**src/sv/pst_pkg.sv**
```systemverilog
// ----------------------------------------------------------------------------
// pst_pkg: shared definitions for the transmit PDO sync scheduler
// Holds the PDO count, the index width, the request kind codes, the transmission
// type limits and the sequencer states used by the scheduler.
// ----------------------------------------------------------------------------
`default_nettype none

package pst_pkg;

	// Number of transmit PDOs kept by the scheduler (1 to 8).
	localparam int NUM_PDOS = 8;

	// Width of a PDO index as carried on the request port.
	localparam int PIDX_W = 3;

	// Request kind codes.
	localparam logic [2:0] KIND_SYNC    = 3'd0;
	localparam logic [2:0] KIND_EVENT   = 3'd1;
	localparam logic [2:0] KIND_TWRITE  = 3'd2;
	localparam logic [2:0] KIND_TREAD   = 3'd3;
	localparam logic [2:0] KIND_SERVICE = 3'd4;

	// Transmission type limits.
	localparam logic [7:0] TYPE_ACYCLIC    = 8'd0;
	localparam logic [7:0] CYCLIC_MAX      = 8'd240;
	localparam logic [7:0] TYPE_RTR_SYNC   = 8'd254;
	localparam logic [7:0] TYPE_RTR_ASYNC  = 8'd255;

	// Sequencer states.
	typedef enum logic {
		ST_IDLE,
		ST_SYNC
	} state_t;

endpackage

`default_nettype wire

```
**src/sv/pdo_sync_transmit_scheduler.sv**
```systemverilog
// ----------------------------------------------------------------------------
// pdo_sync_transmit_scheduler: transmit PDO sync transmission scheduler
// Keeps a transmission type, a sync counter, a waiting flag and a queued flag
// for each transmit PDO, and walks all PDOs with one shared decrementer on a
// sync request.
// ----------------------------------------------------------------------------
//
//  Channel    Handshake                Payload
//  ---------  -----------------------  ------------------------------------
//  request    req_valid / req_ready    kind, pdo_index, type_value,
//                                      ready_mask
//  response   rsp_valid / rsp_ready    sent_mask, type_out, range_error
//
// Every request produces exactly one response, which is loaded into the
// response register in the cycle the request is accepted. Event, type write,
// type read and transmit service requests finish in that same cycle. A sync
// request then occupies the block while the sequencer walks the PDO table:
// it visits one PDO entry per cycle through the single shared decrement and
// compare unit, and req_ready stays low until the walk is done.
// A new request is taken while the response register is empty or is being
// drained in the same cycle, so a stalled response holds off only the next
// request. Reset clears all PDO state, the sequencer and the response valid.
// ----------------------------------------------------------------------------
`default_nettype none

module pdo_sync_transmit_scheduler
	import pst_pkg::*;
(
	input  wire logic              clk,
	input  wire logic              arst_n,

	input  wire logic              req_valid,
	output logic                   req_ready,
	input  wire logic [2:0]        kind,
	input  wire logic [PIDX_W-1:0] pdo_index,
	input  wire logic [7:0]        type_value,
	input  wire logic [7:0]        ready_mask,

	output logic                   rsp_valid,
	input  wire logic              rsp_ready,
	output logic [7:0]             sent_mask,
	output logic [7:0]             type_out,
	output logic                   range_error
);

	// Mask of the PDO positions that exist.
	localparam logic [7:0] PDO_MASK = 8'((9'd1 << NUM_PDOS) - 9'd1);
	localparam logic [PIDX_W-1:0] LAST_PDO = PIDX_W'(NUM_PDOS - 1);

	// Sequencer.
	state_t             state_q;
	state_t             state_d;
	logic [PIDX_W-1:0]  walk_q;

	// Per-PDO state.
	logic [7:0]         tx_type_q    [NUM_PDOS];
	logic [7:0]         sync_count_q [NUM_PDOS];
	logic [NUM_PDOS-1:0] waiting_q;
	logic [NUM_PDOS-1:0] queued_q;

	// Response register.
	logic               rsp_valid_q;
	logic [7:0]         sent_mask_q;
	logic [7:0]         type_out_q;
	logic               range_error_q;

	// Request decode.
	logic               accept;
	logic               idx_ok;
	logic               val_cyclic;
	logic               val_rtr;
	logic               walking;
	logic               walk_last;

	// Shared entry read port and decrementer.
	logic [PIDX_W-1:0]  rd_addr;
	logic [7:0]         rd_type;
	logic [7:0]         rd_cnt;
	logic [7:0]         cnt_dec;
	logic               rd_acyclic;
	logic               rd_cyclic;

	// Service result.
	logic [NUM_PDOS-1:0] serve_hits;

	assign accept     = req_valid && req_ready;
	assign idx_ok     = ({1'b0, pdo_index} < (PIDX_W+1)'(NUM_PDOS));
	assign val_cyclic = (type_value <= CYCLIC_MAX);
	assign val_rtr    = (type_value == TYPE_RTR_SYNC) || (type_value == TYPE_RTR_ASYNC);
	assign walk_last  = (walk_q == LAST_PDO);

	// One read address serves both the sync walk and a type read.
	assign rd_addr    = walking ? walk_q : pdo_index;
	assign rd_type    = tx_type_q[rd_addr];
	assign rd_cnt     = sync_count_q[rd_addr];
	assign cnt_dec    = rd_cnt - 8'd1;
	assign rd_acyclic = (rd_type == TYPE_ACYCLIC);
	assign rd_cyclic  = !rd_acyclic && (rd_type <= CYCLIC_MAX);

	assign serve_hits = ready_mask[NUM_PDOS-1:0] & queued_q;

	// Next state.
	always_comb begin
		state_d = state_q;
		unique case (state_q)
			ST_IDLE: begin
				if (accept && (kind == KIND_SYNC)) begin
					state_d = ST_SYNC;
				end
			end
			ST_SYNC: begin
				if (walk_last) begin
					state_d = ST_IDLE;
				end
			end
			default: state_d = ST_IDLE;
		endcase
	end

	// Sequencer outputs.
	always_comb begin
		walking   = 1'b0;
		req_ready = 1'b0;
		unique case (state_q)
			ST_IDLE: begin
				req_ready = !rsp_valid_q || rsp_ready;
			end
			ST_SYNC: begin
				walking = 1'b1;
			end
			default: begin
				walking   = 1'b0;
				req_ready = 1'b0;
			end
		endcase
	end

	always_ff @(posedge clk or negedge arst_n) begin
		if (!arst_n) begin
			state_q <= ST_IDLE;
			walk_q  <= '0;
		end else begin
			state_q <= state_d;
			if (walking) begin
				walk_q <= walk_last ? '0 : walk_q + PIDX_W'(1);
			end
		end
	end

	// PDO state updates.
	always_ff @(posedge clk or negedge arst_n) begin
		if (!arst_n) begin
			for (int i = 0; i < NUM_PDOS; i++) begin
				tx_type_q[i]    <= '0;
				sync_count_q[i] <= '0;
			end
			waiting_q <= '0;
			queued_q  <= '0;
		end else if (walking) begin
			// One PDO entry per cycle through the shared decrementer.
			if (rd_acyclic) begin
				if (waiting_q[walk_q]) begin
					waiting_q[walk_q] <= 1'b0;
					queued_q[walk_q]  <= 1'b1;
				end
			end else if (rd_cyclic) begin
				if (cnt_dec == 8'd0) begin
					sync_count_q[walk_q] <= rd_type;
					queued_q[walk_q]     <= 1'b1;
				end else begin
					sync_count_q[walk_q] <= cnt_dec;
				end
			end
		end else if (accept) begin
			unique case (kind)
				KIND_EVENT: begin
					if (idx_ok) begin
						waiting_q[pdo_index] <= 1'b1;
					end
				end
				KIND_TWRITE: begin
					if (idx_ok) begin
						if (val_cyclic) begin
							tx_type_q[pdo_index]    <= type_value;
							sync_count_q[pdo_index] <= type_value;
						end else if (val_rtr) begin
							tx_type_q[pdo_index] <= type_value;
						end
					end
				end
				KIND_SERVICE: begin
					queued_q <= queued_q & ~serve_hits;
				end
				default: begin
				end
			endcase
		end
	end

	// Response register: loaded on every accepted request.
	always_ff @(posedge clk or negedge arst_n) begin
		if (!arst_n) begin
			rsp_valid_q <= 1'b0;
		end else if (accept) begin
			rsp_valid_q <= 1'b1;
		end else if (rsp_ready) begin
			rsp_valid_q <= 1'b0;
		end
	end

	always_ff @(posedge clk) begin
		if (accept) begin
			sent_mask_q   <= '0;
			type_out_q    <= '0;
			range_error_q <= 1'b0;
			unique case (kind)
				KIND_TWRITE: begin
					range_error_q <= idx_ok && !val_cyclic && !val_rtr;
				end
				KIND_TREAD: begin
					if (idx_ok) begin
						type_out_q <= rd_type;
					end
				end
				KIND_SERVICE: begin
					sent_mask_q <= 8'(serve_hits) & PDO_MASK;
				end
				default: begin
				end
			endcase
		end
	end

	assign rsp_valid   = rsp_valid_q;
	assign sent_mask   = sent_mask_q;
	assign type_out    = type_out_q;
	assign range_error = range_error_q;

endmodule

`default_nettype wire
```
**config.mk**
```make
export PLATFORM = sky130hd
export DESIGN_NAME = pdo_sync_transmit_scheduler
export DESIGN_NICKNAME = d
export VERILOG_FILES = /design/src/sv/pst_pkg.sv /design/src/sv/pdo_sync_transmit_scheduler.sv
export SDC_FILE = /design/constraint.sdc
export NUM_CORES = 1
export LEC_CHECK = 0
export BUFFER_PORTS_ARGS = -buffer_cell sky130_fd_sc_hd__buf_4
export CAP_MARGIN = 20
export CORE_ASPECT_RATIO = 0.5
export CORE_UTILIZATION = 44
export DETAILED_ROUTE_END_ITERATION = 10
export GPL_TIMING_DRIVEN = 1
export PLACE_DENSITY = 0.71
export SYNTH_ARGS = -nofsm -noshare
export SYNTH_HDL_FRONTEND = slang
export SYNTH_SLANG_ARGS = --single-unit
```
**constraint.sdc**
```tcl
create_clock -name clk -period 5 [get_ports clk]
set_clock_uncertainty 0.05 [all_clocks]
set_input_delay 1.25 -clock clk [delete_from_list [all_inputs] [get_ports clk]]
set_output_delay 1.25 -clock clk [all_outputs]
set_load 0.005 [all_outputs]
```
After elaboration in Yosys (flattened, before gate mapping)

Cells that the tools add are included.

Bitwise operators: 12
Magnitude comparators: 11
Add/sub/neg operators: 2
Reduce and logical (&&, ||, !) cells: 28
Multiplexer cells: 50
Eq/ne operators: 14

Operators by type and width:

| operator                                           | count |
|---|---|
| 2-to-1 mux 64 bit                                  | 9 |
| bitwise mux 64 bit                                 | 4 |
| 2-to-1 mux 8 bit                                   | 18 |
| binary-select mux 8 bit (select 3 bit)             | 2 |
| demux 8 bit (select 3 bit)                         | 2 |
| bitwise AND 8 bit                                  | 3 |
| == test 8 bit, second input constant               | 2 |
| <= comparator 8 bit, second input constant         | 2 |
| logical NOT 8 bit                                  | 2 |
| NOT 8 bit                                          | 2 |
| bitwise OR 8 bit                                   | 2 |
| nonzero test 2 bit                                 | 7 |
| >= comparator 4 bit, second input constant         | 3 |
| NOT 3 -> 4 bit                                     | 3 |
| AND reduction 5 bit                                | 2 |
| 2-to-1 mux 1 bit                                   | 9 |
| logical AND 1 bit                                  | 8 |
| < comparator 3 x 4 -> 1 bit, second input constant | 2 |
| < comparator 4 x 1 -> 1 bit, second input constant | 2 |
| AND reduction 4 bit                                | 2 |
| subtractor 8 x 1 -> 8 bit, second input constant   | 1 |
| demux 1 bit (select 3 bit)                         | 2 |
| == test 3 x 2 -> 1 bit, second input constant      | 2 |
| == test 3 bit, second input constant               | 2 |
| 14 further kinds                                   | 24 |

Logic and storage cells: 141
Bits of input ports: 26
Bits in registers: 166
Output and inout port bits: 19

Depth between registers and ports, before layout

Word-level depth: 12
Depth in mapped cells: 16
Gate-level depth less buffers: 12

Worst setup path after synthesis

Ideal clock, no wire load.

Path type: input port to flip-flop
Start: in pdo_index[0]
End: reg sync_count_q[25] in the netlist's numbering
Stages: 15
Path slack: 510 ps
Data required time: 4824 ps
Data arrival time: 4314 ps
Setup time: 126 ps
Path through: mux2i_2 buf_4 buf_2 buf_4 nor3_1 o32a_1 inv_1 ha_1 nand2_1 or3_1 clkbuf_1 or3_1 nor3_4 nor4_1 a221o_1

Word-level cells in the longest chain between the ends: 11
Elaborated cells on any way between the ends: 33

RTL lines:

| what                                                    | line                                                                   | source |
|---|---|---|
| start: declaration                                      | pdo_sync_transmit_scheduler.sv:35                                      | `input wire logic [PIDX_W-1:0] pdo_index,` |
| 2-to-1 mux 3 bit                                        | pdo_sync_transmit_scheduler.sv:93                                      | `assign rd_addr = walking ? walk_q : pdo_index;` |
| NOT 3 -> 4 bit (implied by the code)                    | pdo_sync_transmit_scheduler.sv:94, pdo_sync_transmit_scheduler.sv:95   |  |
| binary-select mux 8 bit (select 3 bit)                  | pdo_sync_transmit_scheduler.sv:95                                      | `assign rd_cnt = sync_count_q[rd_addr];` |
| 2-to-1 mux 8 bit (implied by the code) (2 in series)    | pdo_sync_transmit_scheduler.sv:95                                      |  |
| subtractor 8 x 1 -> 8 bit                               | pdo_sync_transmit_scheduler.sv:96                                      | `assign cnt_dec = rd_cnt - 8'd1;` |
| logical NOT 8 bit or bitwise mux 64 bit (tied branches) | pdo_sync_transmit_scheduler.sv:167, pdo_sync_transmit_scheduler.sv:171 |  |
| 2-to-1 mux 64 bit                                       | pdo_sync_transmit_scheduler.sv:167                                     | `if (cnt_dec == 8'd0) begin` |
| 2-to-1 mux 64 bit                                       | pdo_sync_transmit_scheduler.sv:166                                     | `end else if (rd_cyclic) begin` |
| 2-to-1 mux 64 bit                                       | pdo_sync_transmit_scheduler.sv:161                                     | `if (rd_acyclic) begin` |
| 2-to-1 mux 64 bit                                       | pdo_sync_transmit_scheduler.sv:159                                     | `end else if (walking) begin` |
| end signal: indexed assignment                          | pdo_sync_transmit_scheduler.sv:168                                     | `sync_count_q[walk_q] <= rd_type;` |
| end signal: indexed assignment                          | pdo_sync_transmit_scheduler.sv:171                                     | `sync_count_q[walk_q] <= cnt_dec;` |
| end signal: indexed assignment                          | pdo_sync_transmit_scheduler.sv:185                                     | `sync_count_q[pdo_index] <= type_value;` |
| end: declaration                                        | pdo_sync_transmit_scheduler.sv:57                                      | `logic [7:0] sync_count_q [NUM_PDOS];` |

Parallel ways exist; a longest one is shown, timed or not. The select of a mux whose other input is x is not followed.
A chain may end at the register's enable or synchronous reset.

Final worst setup path

Start: in pdo_index[1]
End: reg sync_count_q[38] in the netlist's numbering

The elaborated chain is that of the path after synthesis.

==> summary.json <==
{
  "rr_worst_depth": 11,
  "slew_headroom": 0.294,
  "pwr-share-seq": 0.272,
  "dieArea_mm2": 0.0228,
  "tightest_slew_ps": 1050,
  "run_status": "finished, final reports clean",
  "grt_use_total": 0.292,
  "grt_setup_unrepaired": "no",
  "mostFrequentLayoutCell": "sky130_fd_sc_hd__dfrtp_1",
  "mostFrequentLayoutCells": "148 x sky130_fd_sc_hd__dfrtp_1, 86 x sky130_fd_sc_hd__nor2_1, 81 x sky130_fd_sc_hd__buf_4, 78 x sky130_fd_sc_hd__mux2_2",
  "antenna_cell_count": 0,
  "post_dp_cell_area_mm2": 0.0105,
  "power.density_mw_per_mm2": 692,
  "min_path_cells": 2,
  "post-route-drc-count": 0,
  "post_synth.cell_area_avg_um2": 10.1,
  "setup_bufs_post_cts": 0,
  "worstPathArrival_ps": 4830,
  "timing.critical_path.to_type": "register",
  "cts.root.buffer_cell": "sky130_fd_sc_hd__clkbuf_16",
  "r2r_start": "state_q",
  "globalRoute.busiestLayer": "met2",
  "clk-insertion-delay-late_ps": 450,
  "power.share.clock": 0.184,
  "netSwitchingPower_mw": 3.53,
  "cts_inserted_buffers": 17,
  "worst_setup_hold_path_clk_slew_ps": 70,
  "grt-ovfl-total": 0,
  "synth-warning-count": 0,
  "routabilityCongestion": 0.984,
  "timing.fmax_ghz": 0.222,
  "critical_path.max_fanout": 38,
  "synth_seq_cells": 166,
  "holdBufCountCts": 0,
  "drt_pre_antenna_iters": 6,
  "flop_to_flop_setup_slack_ps": 500,
  "globalRouteMet2Util": 0.435,
  "grt_antenna_before_repair": 0,
  "finalNetCount": 1030,
  "period_share": 0.900,
  "pin_count": 45,
  "initial_core_util": 0.449,
  "critical_path_required_ps": 5330,
  "crit_path_launch_type": "input pin",
  "cp_common_cell": "sky130_fd_sc_hd__buf_12",
  "synthArstFlopShare": 0.898,
  "ant_nets": 0,
  "power.share.switching": 0.458,
  "synthesis.instances": 964,
  "synth_area_leader_cell": "sky130_fd_sc_hd__dfrtp_1",
  "vias_per_cell": 6.69,
  "slowest_delay_ps": 630,
  "met1_usage": 0.401,
  "period_minus_slack_ps": 4500,
  "number_of_global_route_vias_before_repair": 8470,
  "worst_r2r_endpoint": "sync_count_q[38]",
  "internal-power_mw": 4.17,
  "clock-sinks": 166,
  "power.combinational.fraction": 0.543,
  "grt_pass1_wl_um": 50000,
  "die_h_um": 107,
  "grtUsageMet3": 0.0712,
  "cts_buffer_depth": 2,
  "maximum_number_of_pins_on_one_net_before_global_route_repair": 87,
  "fraction_of_layout_cells_with_a_size_suffix_above_1": 0.228,
  "vias": 8784,
  "die_width_um": 212,
  "final.setup.tns_ps": 0,
  "average_routed_wire_per_standard_cell_um": 24.1,
  "timing_hold_violations_final": 0,
  "hold_path.startpoint": "queued_q[1]",
  "coreArea_mm2": 0.0217,
  "critical_path_class": "in -> reg",
  "timing.critical_path.slowest_stage_cell": "sky130_fd_sc_hd__or4_1",
  "post_cts_resize_count": 0,
  "drt-total-wl_um": 31600,
  "critical_path.cell_chain": "buf_4 > buf_12 > o21bai_1 > mux2_1 > o221ai_1 > a22oi_1 > or4_1 > and4_4 > a211oi_4 > buf_12 > buf_12 > o21bai_1 > a221o_1",
  "static-leakage-power_nw": 4.71,
  "vdd.ir_drop.worst_mv": 0.326,
  "max_cap_violations": 0,
  "edff_count_synth": 17,
  "synth.cell_area_mm2": 0.00974,
  "cts_tree": "built",
  "dominantRegCellSynth": "sky130_fd_sc_hd__dfrtp_1",
  "drv_slew": 0,
  "finalSetupViolCount": 0,
  "min_path_type": "reg -> reg",
  "yosys.cell_types.count": 74,
  "dp_hpwl_um": 21500,
  "hold-path-endpoint": "queued_q[1]",
  "row_count": 38,
  "seq_area_frac_synth": 0.435,
  "final_area_mm2": 0.0111,
  "yosys-top-cells-area": "sky130_fd_sc_hd__dfrtp_1 38%, sky130_fd_sc_hd__mux2_2 9.0%, sky130_fd_sc_hd__a221o_1 5.6%",
  "flow.area_growth_from_synthesis_pct": 14.1,
  "detailedRoute.firstIterationViolations": 1201,
  "synthesis.nets": 994,
  "yosysTopAreaCellShare": 0.383,
  "port_buffers": 44,
  "htree_num_levels": 4
}
==> registers in the layout, summed over array words and instances (netlist names) <==
name,cells
range_error,1
state_q,1
walk_q,3
rsp_valid,1
type_out,8
tx_type_q,64
queued_q,8
sync_count_q,64
waiting_q,8
sent_mask,8
==> per-layer routing <==
layer,vias up,wire [um]
met5,-,0
met4,0,1180
met3,98,3310
met2,561,14000
met1,4357,13100
li1,3768,-
==> worst max-delay path: cells and delay by family <==
family	cells	cell delay, ps
buffers and inverters	4	790
AND/OR/NAND/NOR	2	880
AO/OA/AOI/OAI	6	1540
multiplexers	1	330
==> kinds of logic after synthesis <==
group           after synthesis  synth area share
compound gates              299             0.237
xor+xnor                      1          0.000899
fa+ha+maj                     4           0.00514
buf+inv                      89            0.0451
flops                       166             0.435
mux                         102             0.121
simple gates                303             0.156
==> layout make-up <==
cell class / instances / area [um^2]
fill: 1951 / 10600
multi-input combinational: 709 / 5070
sequential: 166 / 4240
timing repair buffer: 89 / 732
clock buffer: 19 / 464
tap: 300 / 375
clock inverter: 13 / 169
inverter: 17 / 63.8
==> power by group through the flow <==
stage / clock network (mW) / registers (mW) / logic, mW
after floorplan: 0 / 1.95 / 2.91
after detailed placement: 0 / 2.09 / 4.04
after CTS: 1.43 / 2.08 / 4.07
after global placement: 0 / 2.08 / 3.98
final: 1.42 / 2.10 / 4.18
after global routing: 1.48 / 2.13 / 4.48
==> worst max path at each step <==
| stage | slack (ps) | end | startpoint | depth (start not counted) |
|---|---|---|---|---|
| finish | 500 | sync_count_q[38] | pdo_index[1] | 13 |
| global placement | 210 | sync_count_q[33] | pdo_index[1] | 13 |
| detailed placement | 170 | sync_count_q[34] | pdo_index[1] | 13 |
| global route | 420 | queued_q[6] | state_q | 11 |
| floorplan | 510 | sync_count_q[25] | pdo_index[0] | 15 |
| CTS | 630 | sync_count_q[38] | pdo_index[1] | 13 |
==> synthesized netlist by cell type, drive strengths merged, types with 7 or more instances <==
master,number
a211oi,14
a21o,7
a21oi,23
a221o,55
a22oi,17
and3,13
buf,40
clkbuf,32
dfrtp,149
edfxtp,17
inv,17
mux2,80
mux2i,18
nand2,48
nand2b,18
nand3,15
nor2,87
nor2b,21
nor3,57
nor4,16
o211ai,19
o21a,10
o21ai,47
o21bai,35
o221ai,13
o22ai,17
o2bb2ai,9
o31ai,7
==> metrics by stage <==
stage                     std cells  utilization  power (mW)  setup slack, ps  hold WS, ps
after floorplan                 964            -        4.85              510          396
after global placement         1279        0.483        6.07              209          414
after detailed placement       1279        0.483        6.13              174          422
after CTS                      1311        0.512        7.57              633          436
after global routing           1313        0.513        8.09              418          465
final                          1313        0.513        7.70              501          436
(Power assumes the default switching activity.)
